--- src/rtl/lrg_pkg.sv ---
// Package for the Lehmer random generator: item type, operation codes and
// generator constants. No dependencies.

package lrg_pkg;

   // operation codes on the request channel
   localparam logic LRG_OP_SEED = 1'b0;
   localparam logic LRG_OP_DRAW = 1'b1;

   // generator modulus 2^31 - 1 and multiplier
   localparam logic [30:0] LRG_MODULUS    = 31'h7FFF_FFFF;
   localparam logic [14:0] LRG_MULTIPLIER = 15'd16807;

   // seed reduction modulus 2^31 - 2 and twice that
   localparam logic [31:0] LRG_SEED_MOD   = 32'h7FFF_FFFE;
   localparam logic [31:0] LRG_SEED_MOD2  = 32'hFFFF_FFFC;

   // reset value of the generator
   localparam logic [30:0] LRG_RESET_VALUE = 31'd1;

   // hand-off queue between front and back
   localparam int LRG_QUEUE_DEPTH = 2;
   localparam int LRG_PTR_W       = (LRG_QUEUE_DEPTH > 1) ? $clog2(LRG_QUEUE_DEPTH) : 1;
   localparam int LRG_CNT_W       = $clog2(LRG_QUEUE_DEPTH + 1);

   // remainder unit: one quotient bit per cycle over the 31-bit value
   localparam int LRG_DIV_STEPS = 31;
   localparam int LRG_STEP_W    = $clog2(LRG_DIV_STEPS);

   typedef struct packed {
      logic        draw;
      logic [30:0] raw_value;
      logic [30:0] range_limit;
   } lrg_item_type;

endpackage

--- src/rtl/lrg_front.sv ---
// Front part: holds the generator value, seeds or advances it per beat.
// Depends on lrg_pkg.

module lrg_front (
   input  logic                 clock,
   input  logic                 reset,
   input  logic                 push,
   input  logic                 operation,
   input  logic [31:0]          seed_value,
   input  logic [30:0]          range_limit,
   output lrg_pkg::lrg_item_type item
);
   import lrg_pkg::*;

   logic [30:0] gen_ff;
   logic [30:0] gen_in;
   logic [45:0] product;
   logic [31:0] folded;
   logic [30:0] advanced;
   logic [31:0] seed_red;
   logic [30:0] seeded;

   // 2^31 = 1 mod (2^31 - 1): fold the high part onto the low part
   assign product  = 46'(gen_ff) * 46'(LRG_MULTIPLIER);
   assign folded   = {1'b0, product[30:0]} + {17'b0, product[45:31]};
   assign advanced = (folded >= {1'b0, LRG_MODULUS}) ?
                     31'(folded - {1'b0, LRG_MODULUS}) : folded[30:0];

   always_comb begin
      if (seed_value >= LRG_SEED_MOD2) begin
         seed_red = seed_value - LRG_SEED_MOD2;
      end else if (seed_value >= LRG_SEED_MOD) begin
         seed_red = seed_value - LRG_SEED_MOD;
      end else begin
         seed_red = seed_value;
      end
   end
   assign seeded = 31'(seed_red) + 31'd1;

   always_comb begin
      gen_in = gen_ff;
      if (push) begin
         gen_in = (operation == LRG_OP_DRAW) ? advanced : seeded;
      end
   end

   assign item.draw        = (operation == LRG_OP_DRAW);
   assign item.raw_value   = gen_in;
   assign item.range_limit = range_limit;

   always_ff @(posedge clock) begin
      if (reset) begin
         gen_ff <= LRG_RESET_VALUE;
      end else begin
         gen_ff <= gen_in;
      end
   end

   gen_in_range: assert property (@(posedge clock) disable iff (reset)
      gen_ff != 31'd0 && gen_ff != LRG_MODULUS)
      else $error("generator value left its legal range");

endmodule

--- src/rtl/lrg_queue.sv ---
// Short hand-off queue of classified items between front and back.
// Depends on lrg_pkg.

module lrg_queue (
   input  logic                 clock,
   input  logic                 reset,
   input  logic                 push,
   input  lrg_pkg::lrg_item_type push_item,
   output logic                 full,
   input  logic                 pop,
   output lrg_pkg::lrg_item_type pop_item,
   output logic                 empty
);
   import lrg_pkg::*;

   lrg_item_type         slot_ff [LRG_QUEUE_DEPTH];
   logic [LRG_PTR_W-1:0] wr_ptr_ff, wr_ptr_in;
   logic [LRG_PTR_W-1:0] rd_ptr_ff, rd_ptr_in;
   logic [LRG_CNT_W-1:0] count_ff, count_in;
   logic                 do_push, do_pop;

   assign full     = (count_ff == LRG_CNT_W'(LRG_QUEUE_DEPTH));
   assign empty    = (count_ff == '0);
   assign do_push  = push && !full;
   assign do_pop   = pop && !empty;
   assign pop_item = slot_ff[rd_ptr_ff];

   always_comb begin
      wr_ptr_in = wr_ptr_ff;
      rd_ptr_in = rd_ptr_ff;
      count_in  = count_ff;
      if (do_push) begin
         wr_ptr_in = (wr_ptr_ff == LRG_PTR_W'(LRG_QUEUE_DEPTH - 1)) ? '0 : wr_ptr_ff + 1'b1;
      end
      if (do_pop) begin
         rd_ptr_in = (rd_ptr_ff == LRG_PTR_W'(LRG_QUEUE_DEPTH - 1)) ? '0 : rd_ptr_ff + 1'b1;
      end
      if (do_push && !do_pop) begin
         count_in = count_ff + 1'b1;
      end else if (do_pop && !do_push) begin
         count_in = count_ff - 1'b1;
      end
   end

   always_ff @(posedge clock) begin
      if (reset) begin
         wr_ptr_ff <= '0;
         rd_ptr_ff <= '0;
         count_ff  <= '0;
      end else begin
         wr_ptr_ff <= wr_ptr_in;
         rd_ptr_ff <= rd_ptr_in;
         count_ff  <= count_in;
      end
   end

   always_ff @(posedge clock) begin
      if (do_push) begin
         slot_ff[wr_ptr_ff] <= push_item;
      end
   end

   count_bounded: assert property (@(posedge clock) disable iff (reset)
      count_ff <= LRG_CNT_W'(LRG_QUEUE_DEPTH))
      else $error("queue count beyond depth");

endmodule

--- src/rtl/lrg_back.sv ---
// Back part: bit-serial remainder unit and result register.
// Depends on lrg_pkg.

module lrg_back (
   input  logic                 clock,
   input  logic                 reset,
   input  lrg_pkg::lrg_item_type q_item,
   input  logic                 q_empty,
   output logic                 q_pop,
   input  logic                 rsp_pop,
   output logic                 rsp_empty,
   output logic [30:0]          rsp_raw_value,
   output logic [30:0]          rsp_bounded_value
);
   import lrg_pkg::*;

   typedef enum logic [1:0] {IDLE, RUN, DONE} state_type;

   state_type             state_ff, state_in;
   logic [30:0]           raw_ff, raw_in;
   logic [30:0]           lim_ff, lim_in;
   logic [30:0]           rem_ff, rem_in;
   logic [30:0]           dvd_ff, dvd_in;
   logic [LRG_STEP_W-1:0] step_ff, step_in;
   logic                  out_valid_ff, out_valid_in;
   logic [30:0]           out_raw_ff, out_raw_in;
   logic [30:0]           out_bnd_ff, out_bnd_in;
   logic                  out_free;
   logic                  trivial;
   logic [31:0]           shifted;

   assign out_free = !out_valid_ff || rsp_pop;
   assign trivial  = !q_item.draw || (q_item.range_limit == '0);
   assign shifted  = {rem_ff, dvd_ff[30]};

   always_comb begin
      state_in     = state_ff;
      raw_in       = raw_ff;
      lim_in       = lim_ff;
      rem_in       = rem_ff;
      dvd_in       = dvd_ff;
      step_in      = step_ff;
      out_valid_in = out_valid_ff && !rsp_pop;
      out_raw_in   = out_raw_ff;
      out_bnd_in   = out_bnd_ff;
      q_pop        = 1'b0;
      unique case (state_ff)
         IDLE: begin
            if (!q_empty) begin
               if (trivial) begin
                  // no reduction needed: straight into the result register
                  if (out_free) begin
                     q_pop        = 1'b1;
                     out_valid_in = 1'b1;
                     out_raw_in   = q_item.raw_value;
                     out_bnd_in   = '0;
                  end
               end else begin
                  q_pop    = 1'b1;
                  raw_in   = q_item.raw_value;
                  dvd_in   = q_item.raw_value;
                  lim_in   = q_item.range_limit;
                  rem_in   = '0;
                  step_in  = '0;
                  state_in = RUN;
               end
            end
         end
         RUN: begin
            // one restoring step: shift in the next dividend bit, subtract if it fits
            if (shifted >= {1'b0, lim_ff}) begin
               rem_in = 31'(shifted - {1'b0, lim_ff});
            end else begin
               rem_in = shifted[30:0];
            end
            dvd_in  = {dvd_ff[29:0], 1'b0};
            step_in = step_ff + 1'b1;
            if (step_ff == LRG_STEP_W'(LRG_DIV_STEPS - 1)) begin
               state_in = DONE;
            end
         end
         DONE: begin
            if (out_free) begin
               out_valid_in = 1'b1;
               out_raw_in   = raw_ff;
               out_bnd_in   = rem_ff;
               state_in     = IDLE;
            end
         end
         default: begin
            state_in = IDLE;
         end
      endcase
   end

   always_ff @(posedge clock) begin
      if (reset) begin
         state_ff     <= IDLE;
         out_valid_ff <= 1'b0;
      end else begin
         state_ff     <= state_in;
         out_valid_ff <= out_valid_in;
      end
      raw_ff     <= raw_in;
      lim_ff     <= lim_in;
      rem_ff     <= rem_in;
      dvd_ff     <= dvd_in;
      step_ff    <= step_in;
      out_raw_ff <= out_raw_in;
      out_bnd_ff <= out_bnd_in;
   end

   assign rsp_empty         = !out_valid_ff;
   assign rsp_raw_value     = out_raw_ff;
   assign rsp_bounded_value = out_bnd_ff;

   rem_below_limit: assert property (@(posedge clock) disable iff (reset)
      state_ff == DONE |-> rem_ff < lim_ff)
      else $error("remainder not below range limit");

   step_bounded: assert property (@(posedge clock) disable iff (reset)
      state_ff == RUN |-> step_ff <= LRG_STEP_W'(LRG_DIV_STEPS - 1))
      else $error("remainder step count overran");

   pop_needs_item: assert property (@(posedge clock) disable iff (reset)
      q_pop |-> !q_empty)
      else $error("queue popped while empty");

endmodule

--- src/rtl/lehmer_random_generator.sv ---
// Top level of the Lehmer (minimal standard) random generator.
// Depends on lrg_pkg, lrg_front, lrg_queue and lrg_back.
//
// Usage:
//   Request channel (req_): a beat is taken when req_push is high and
//   req_full low. req_operation selects load seed or draw. A seed load sets
//   the generator to (req_seed_value mod (2^31 - 2)) + 1; a draw advances it
//   by z' = 16807 * z mod (2^31 - 1), worked out in the front in the cycle
//   the beat is taken, so back-to-back requests are always in order.
//   Result channel (rsp_): while rsp_empty is low the oldest result sits on
//   rsp_raw_value and rsp_bounded_value; rsp_pop takes it.
//   A seed load, or a draw with a zero range limit, goes through the queue
//   straight into the result register. A draw with a non-zero range limit
//   runs through the bit-serial remainder unit in 31 steps; the unit takes
//   no new bounded draw until the last is handed on. Seed loads and
//   unbounded draws go at one per cycle while the unit is idle and results are taken.
//   A two-beat queue between front and back lets requests be taken while
//   the remainder unit is busy; req_full rises once it fills.
//   If the receiver stalls, the result register holds its beat and the back
//   part waits; the queue then fills and back-pressure reaches req_full.
//   Reset (synchronous) sets the generator to 1 and empties queue and
//   result register.

module lehmer_random_generator (
   input  logic        clock,
   input  logic        reset,
   input  logic        req_push,
   output logic        req_full,
   input  logic        req_operation,
   input  logic [31:0] req_seed_value,
   input  logic [30:0] req_range_limit,
   output logic        rsp_empty,
   input  logic        rsp_pop,
   output logic [30:0] rsp_raw_value,
   output logic [30:0] rsp_bounded_value
);
   import lrg_pkg::*;

   lrg_item_type front_item;
   lrg_item_type back_item;
   logic         accept;
   logic         q_empty;
   logic         q_pop;

   // advance the generator only on a taken beat
   assign accept = req_push && !req_full;

   lrg_front u_front (
      .clock       (clock),
      .reset       (reset),
      .push        (accept),
      .operation   (req_operation),
      .seed_value  (req_seed_value),
      .range_limit (req_range_limit),
      .item        (front_item)
   );

   lrg_queue u_queue (
      .clock     (clock),
      .reset     (reset),
      .push      (accept),
      .push_item (front_item),
      .full      (req_full),
      .pop       (q_pop),
      .pop_item  (back_item),
      .empty     (q_empty)
   );

   lrg_back u_back (
      .clock             (clock),
      .reset             (reset),
      .q_item            (back_item),
      .q_empty           (q_empty),
      .q_pop             (q_pop),
      .rsp_pop           (rsp_pop),
      .rsp_empty         (rsp_empty),
      .rsp_raw_value     (rsp_raw_value),
      .rsp_bounded_value (rsp_bounded_value)
   );

endmodule

--- config.mk ---
export PLATFORM = sky130hd
export DESIGN_NAME = lehmer_random_generator
export DESIGN_NICKNAME = d
export VERILOG_FILES = /design/src/rtl/lrg_pkg.sv /design/src/rtl/lrg_front.sv /design/src/rtl/lrg_queue.sv /design/src/rtl/lrg_back.sv /design/src/rtl/lehmer_random_generator.sv
export SDC_FILE = /design/constraint.sdc
export NUM_CORES = 1
export LEC_CHECK = 0
export BUFFER_PORTS_ARGS = -buffer_cell sky130_fd_sc_hd__buf_2
export CORE_UTILIZATION = 45
export DETAILED_ROUTE_END_ITERATION = 16
export GPL_ROUTABILITY_DRIVEN = 0
export GPL_TIMING_DRIVEN = 0
export PLACE_DENSITY = 0.69
export SLEW_MARGIN = 10
export SYNTH_ARGS = -nofsm -noshare
export SYNTH_HDL_FRONTEND = slang
export SYNTH_SLANG_ARGS = --single-unit
--- constraint.sdc ---
create_clock -name clock -period 10.08 [get_ports clock]
set_input_delay 1.512 -clock clock [delete_from_list [all_inputs] [get_ports clock]]
set_output_delay 1.512 -clock clock [all_outputs]
set_load 0.02 [all_outputs]
**Yosys cells after proc, flatten, opt, wreduce, memory -nomap -nowiden**

Memories as Yosys holds them, arrays and structs flattened. A register that Yosys moved wholly into a read port is not among the register bits.
Cells that the tools add are included.

- Register bits: 229
- Latch bits: 0
- RAM bits: 126
- Bits in read-only memories: 0
- Input bits: 68
- Output and inout bits: 64
- Memories: 1

Memories:

| name | words | bits a word | read ports | clocked after memory_dff | write ports | line | RTL |
|---|---|---|---|---|---|---|---|
| u_queue.slot_ff | 2 | 63 | 1 | 1 | 1 | lrg_queue.sv:16 | `lrg_item_type slot_ff [LRG_QUEUE_DEPTH];` |

- $add $sub $neg: 11
- Multipliers: 1
- Div/mod/pow operators: 0
- $lt $le $gt $ge: 4
- Equality and inequality tests: 10
- Shift-type cells: 0
- Multiplexer cells: 46
- Bitwise operators: 2
- Reduce and logical (&&, ||, !) cells: 25

Operators by type and width:

| operator | number |
|---|---|
| $mux 31 | 18 |
| $pmux 31 s2 | 4 |
| $sub 31x31->31 const B | 3 |
| $ge 32x31->1 const B | 2 |
| $mul 31x15->46 const B | 1 |
| $add 31x15->32 | 1 |
| $ge 32x31->1 | 1 |
| $ge 32x32->1 const B | 1 |
| $add 31x1->31 const B | 1 |
| $logic_not 31->1 | 1 |
| $sub 31x31->31 | 1 |
| $mux 1 | 13 |
| $mux 2 | 6 |
| $mux 5 | 2 |
| $pmux 5 s2 | 1 |
| $ne 2x1->1 const B | 4 |
| $logic_not 1->1 | 7 |
| $logic_and 1x1->1 | 6 |
| $pmux 2 s3 | 1 |
| $reduce_and 3->1 | 2 |
| $reduce_bool 2->1 | 3 |
| $add 5x1->5 const B | 1 |
| $eq 5x5->1 const B | 1 |
| $reduce_and 5->1 | 1 |
| other kinds (11) | 17 |

**Longest topological paths before layout**

- Word-level depth: 10
- Depth in mapped cells: 43

**Cells and area by module**

From an unflattened synthesis, not the netlist that was laid out.

- Cell total of the unflattened synthesis: 2697
- Area total of the unflattened synthesis: 27676.5 um^2

By module, submodules not included:

| module | instances | cells an instance | area each (um^2) | seq. area each (um^2) |
|---|---|---|---|---|
| lrg_front | 1 | 1716 | 13693.1 | 620.6 |
| lrg_back | 1 | 759 | 9216.3 | 5795.6 |
| lrg_queue | 1 | 221 | 4753.3 | 3883.7 |
| lehmer_random_generator | 1 | 1 | 13.8 | 0.0 |

**Worst setup path before layout**

Ideal clock, no wire load.

- Kind: reg-to-reg
- Start point: register u_front.gen_ff[10]
- End point: memory u_queue.slot_ff[0][34] (netlist name) (data pin)
- Setup time: 0.274 ns
- Data arrival time: 9.457 ns
- Data required time: 9.806 ns
- Slack: 0.349 ns
- Stages on the path, launching flop included: 39
- Period minus slack after synthesis: 9.731 ns
- Cells stage by stage: dfxtp_1 inv_1 fa_1 inv_1 ha_1 inv_1 fa_1 inv_1 ha_1 fa_1 inv_1 fa_1 inv_1 ha_1 a211oi_1 o21ai_0 and2_1 a211oi_1 (+3 left out) a21oi_1 o21ai_0 a311o_1 a21o_1 a21oi_1 xnor2_1 ha_1 o211a_1 a21oi_1 a31oi_1 a31oi_1 nor4_1 a21o_1 nand4_1 a211oi_2 nand2_1 a2111oi_2 nor3_1

RTL lines:

| element | line | RTL |
|---|---|---|
| start: declaration | lrg_front.sv:15 | `logic [30:0] gen_ff;` |
| start signal: assignment | lrg_front.sv:55 | `gen_ff <= gen_in;` |
| end: declaration | lrg_queue.sv:16 |  |

==> flow_summary.json <==
{
  "design_area_um2": 30200,
  "crit_path_end_kind": "flop",
  "synthToLayoutAreaGrowth_pct": 14.7,
  "ys_ff_latch": 356,
  "cts-root-buf": "clkbuf_16",
  "first_pass_iters": 6,
  "syn_area_um2": 26300,
  "hold_start": "u_queue.rd_ptr_ff",
  "ys_types": 90,
  "synth_edf_count": 317,
  "num_rows": 88,
  "use_met2_pct": 38.6,
  "required_ns": 10.33,
  "drive_gt1_share_pct": 15.0,
  "portBuffers": 126,
  "r2r_start": "u_front.gen_ff[14]",
  "place_hpwl_mm": 53.2,
  "synthCells": 2544,
  "die_w_um": 244,
  "max_stage_delay_ns": 0.54,
  "final_common_cell": "inv_1",
  "cts_tree": "done",
  "path_clk_slew_ns": 0.07,
  "met1_usage_pct": 31.3,
  "syn-num-nets": 2988,
  "worst_pin_slew_ns": 1.11,
  "critical_path_class": "flop to flop",
  "slew_headroom_pct": 25.8,
  "min_period_ns": 9.80,
  "grt_max_degree": 42,
  "status": "completed",
  "htree_levels": 2,
  "coreArea_um2": 57700,
  "crit_top_cell": "fa_1",
  "nFillCells": 5058,
  "setup-violations-final": 0,
  "final.period_utilization_pct": 97.3,
  "fin_skew_ns": 0.0233,
  "slowest_stage": "fa_1",
  "num_vias": 20100,
  "die_area_um2": 59400,
  "avgRoutedWirePerCell_um": 19.5,
  "grt_busiest_layer": "met2",
  "ant_nets": 0,
  "hold_viol_final": 0,
  "met3_usage_pct": 2.42,
  "yosys_warnings": 0,
  "drt_iter0_markers": 1667,
  "path_max_fanout": 10,
  "fmax_ghz": 0.102,
  "die_h_um": 244,
  "drv_cap": 0,
  "antenna_found_initial": 0,
  "start_util_pct": 45.6,
  "cp-startpoint": "u_front.gen_ff[14]",
  "grtUsageTotal_pct": 23.2,
  "cts.sinks": 356,
  "final_cell_mix": "inv_1, edfxtp_1, ha_1, nor2_1, a21oi_1",
  "grt_pass1_vias": 20000,
  "routed_wl_mm": 69.3,
  "hold_class": "flop to flop",
  "final_nets": 3204,
  "ioPinCount": 132,
  "diodes": 0,
  "avgSynthCellArea_um2": 10.3,
  "drc": 0,
  "crit_arrival_ns": 10.05,
  "insertion_delay_ns": 0.53,
  "placed_area_um2": 28100,
  "clk_path_buf_depth": 3,
  "hold_buffers": 0,
  "ys.flop_type": "edfxtp_1",
  "ys_seq_area_share_pct": 39.1,
  "gr-total-overflow": 0,
  "async_reset_ff_share_pct": 0,
  "critPathLaunchType": "flop",
  "via_per_inst": 5.67,
  "numCtsBuffers": 34,
  "drv_slew": 0,
  "grt_pass1_wl_mm": 109
}
==> kinds of logic after synthesis <==
| family | share of synthesized area, % |
|---|---|
| compound gates | 12.3 |
| xor+xnor | 4.56 |
| fa+ha+maj | 21.7 |
| buf+inv | 6.42 |
| flops | 39.1 |
| mux | 3.61 |
| simple gates | 12.3 |
==> state kept, by name, summed over array words and instances, names as in the netlist, 2 cells and up, named ones only <==
signal                    flops
u_front.gen_ff               31
u_back.state_ff               2
u_back.lim_ff                31
u_queue.count_ff              2
u_back.raw_ff                31
u_back.rsp_bounded_value     31
u_back.rsp_raw_value         31
u_queue.slot_ff             126
u_back.rem_ff                31
u_back.dvd_ff                31
u_back.step_ff                5
==> stage by stage <==
| step | hold slack [ns] | setup slack [ns] | util, % | TNS, ns | instances |
|---|---|---|---|---|---|
| CTS | 0.508 | 0.00649 | 51.4 | 0 | 3530 |
| floorplan | 0.464 | 0.349 | - | 0 | 2544 |
| detailed placement | 0.491 | -1.88 | 48.8 | -148.58 | 3448 |
| global route | 0.532 | -0.0554 | 52.3 | -0.887 | 3547 |
| finish | 0.505 | 0.275 | 52.3 | 0 | 3547 |
| global placement | 0.489 | -1.61 | 48.4 | -126.68 | 3435 |
==> synthesized netlist by cell type, types with 31 or more instances <==
| master | instances | share of area, % |
|---|---|---|
| mux2i_1 | 60 | 2.3 |
| a21oi_1 | 164 | 3.1 |
| nor3_1 | 34 | 0.65 |
| nand2_1 | 122 | 1.7 |
| mux2_2 | 31 | 1.3 |
| nand4_1 | 32 | 0.76 |
| inv_1 | 367 | 5.2 |
| xnor2_1 | 84 | 2.8 |
| ha_1 | 241 | 11 |
| nand3_1 | 61 | 1.2 |
| xor2_1 | 51 | 1.7 |
| clkbuf_1 | 61 | 0.87 |
| dfxtp_1 | 39 | 3.0 |
| and2_1 | 54 | 1.3 |
| edfxtp_1 | 317 | 36 |
| nor2_1 | 198 | 2.8 |
| o21ai_0 | 82 | 1.6 |
| fa_1 | 135 | 10 |
| a21o_1 | 42 | 1.2 |
==> worst paths after layout <==
| path | end | slack (ns) | cells after the start |
|---|---|---|---|
| min | u_queue.rd_ptr_ff | 0.50 | 2 |
| max | u_queue.slot_ff[1][41] | 0.28 | 39 |
| max reg2reg | u_queue.slot_ff[1][41] | 0.28 | 39 |
| min reg2reg | u_queue.rd_ptr_ff | 0.50 | 2 |
==> routing by layer <==
metal | vias up | routed length, µm
met2 | 753 | 32400
met3 | 157 | 4320
met4 | 0 | 2980
li1 | 9407 | -
met5 | - | 0
met1 | 9801 | 29600
==> repair_timing <==
action                                  4_1_cts  5_1_grt
endpoints found under the setup margin       93       93
buffers inserted                             24       19
pin swaps                                    12       36
gates resized for setup                      86       83
gates cloned                                  0        1
==> critical path: cells and delay by family (launching register included) <==
family	cells	cell delay (ns)
AOI/OAI and AO/OA	17	3.83
adders and majority gates	8	3.50
xor gates and xnor gates	1	0.16
buffers and inverters	6	0.55
and+or+nand+nor	7	1.04
DFF	1	0.43
==> final cells by class <==
class | instances | area (µm²) | area share (%)
Sequential cell | 356 | 10400 | 34.4
Inverter | 368 | 1400 | 4.63
Buffer | 76 | 329 | 1.09
Tap cell | 765 | 957 | 3.17
Clock buffer | 42 | 891 | 2.95
Clock inverter | 16 | 146 | 0.485
Multi-Input combinational cell | 1741 | 14900 | 49.4
Timing Repair Buffer | 183 | 1190 | 3.94
Power is not shown: default switching activity piles up to over one toggle a cycle in this logic, so the estimate is an artifact.
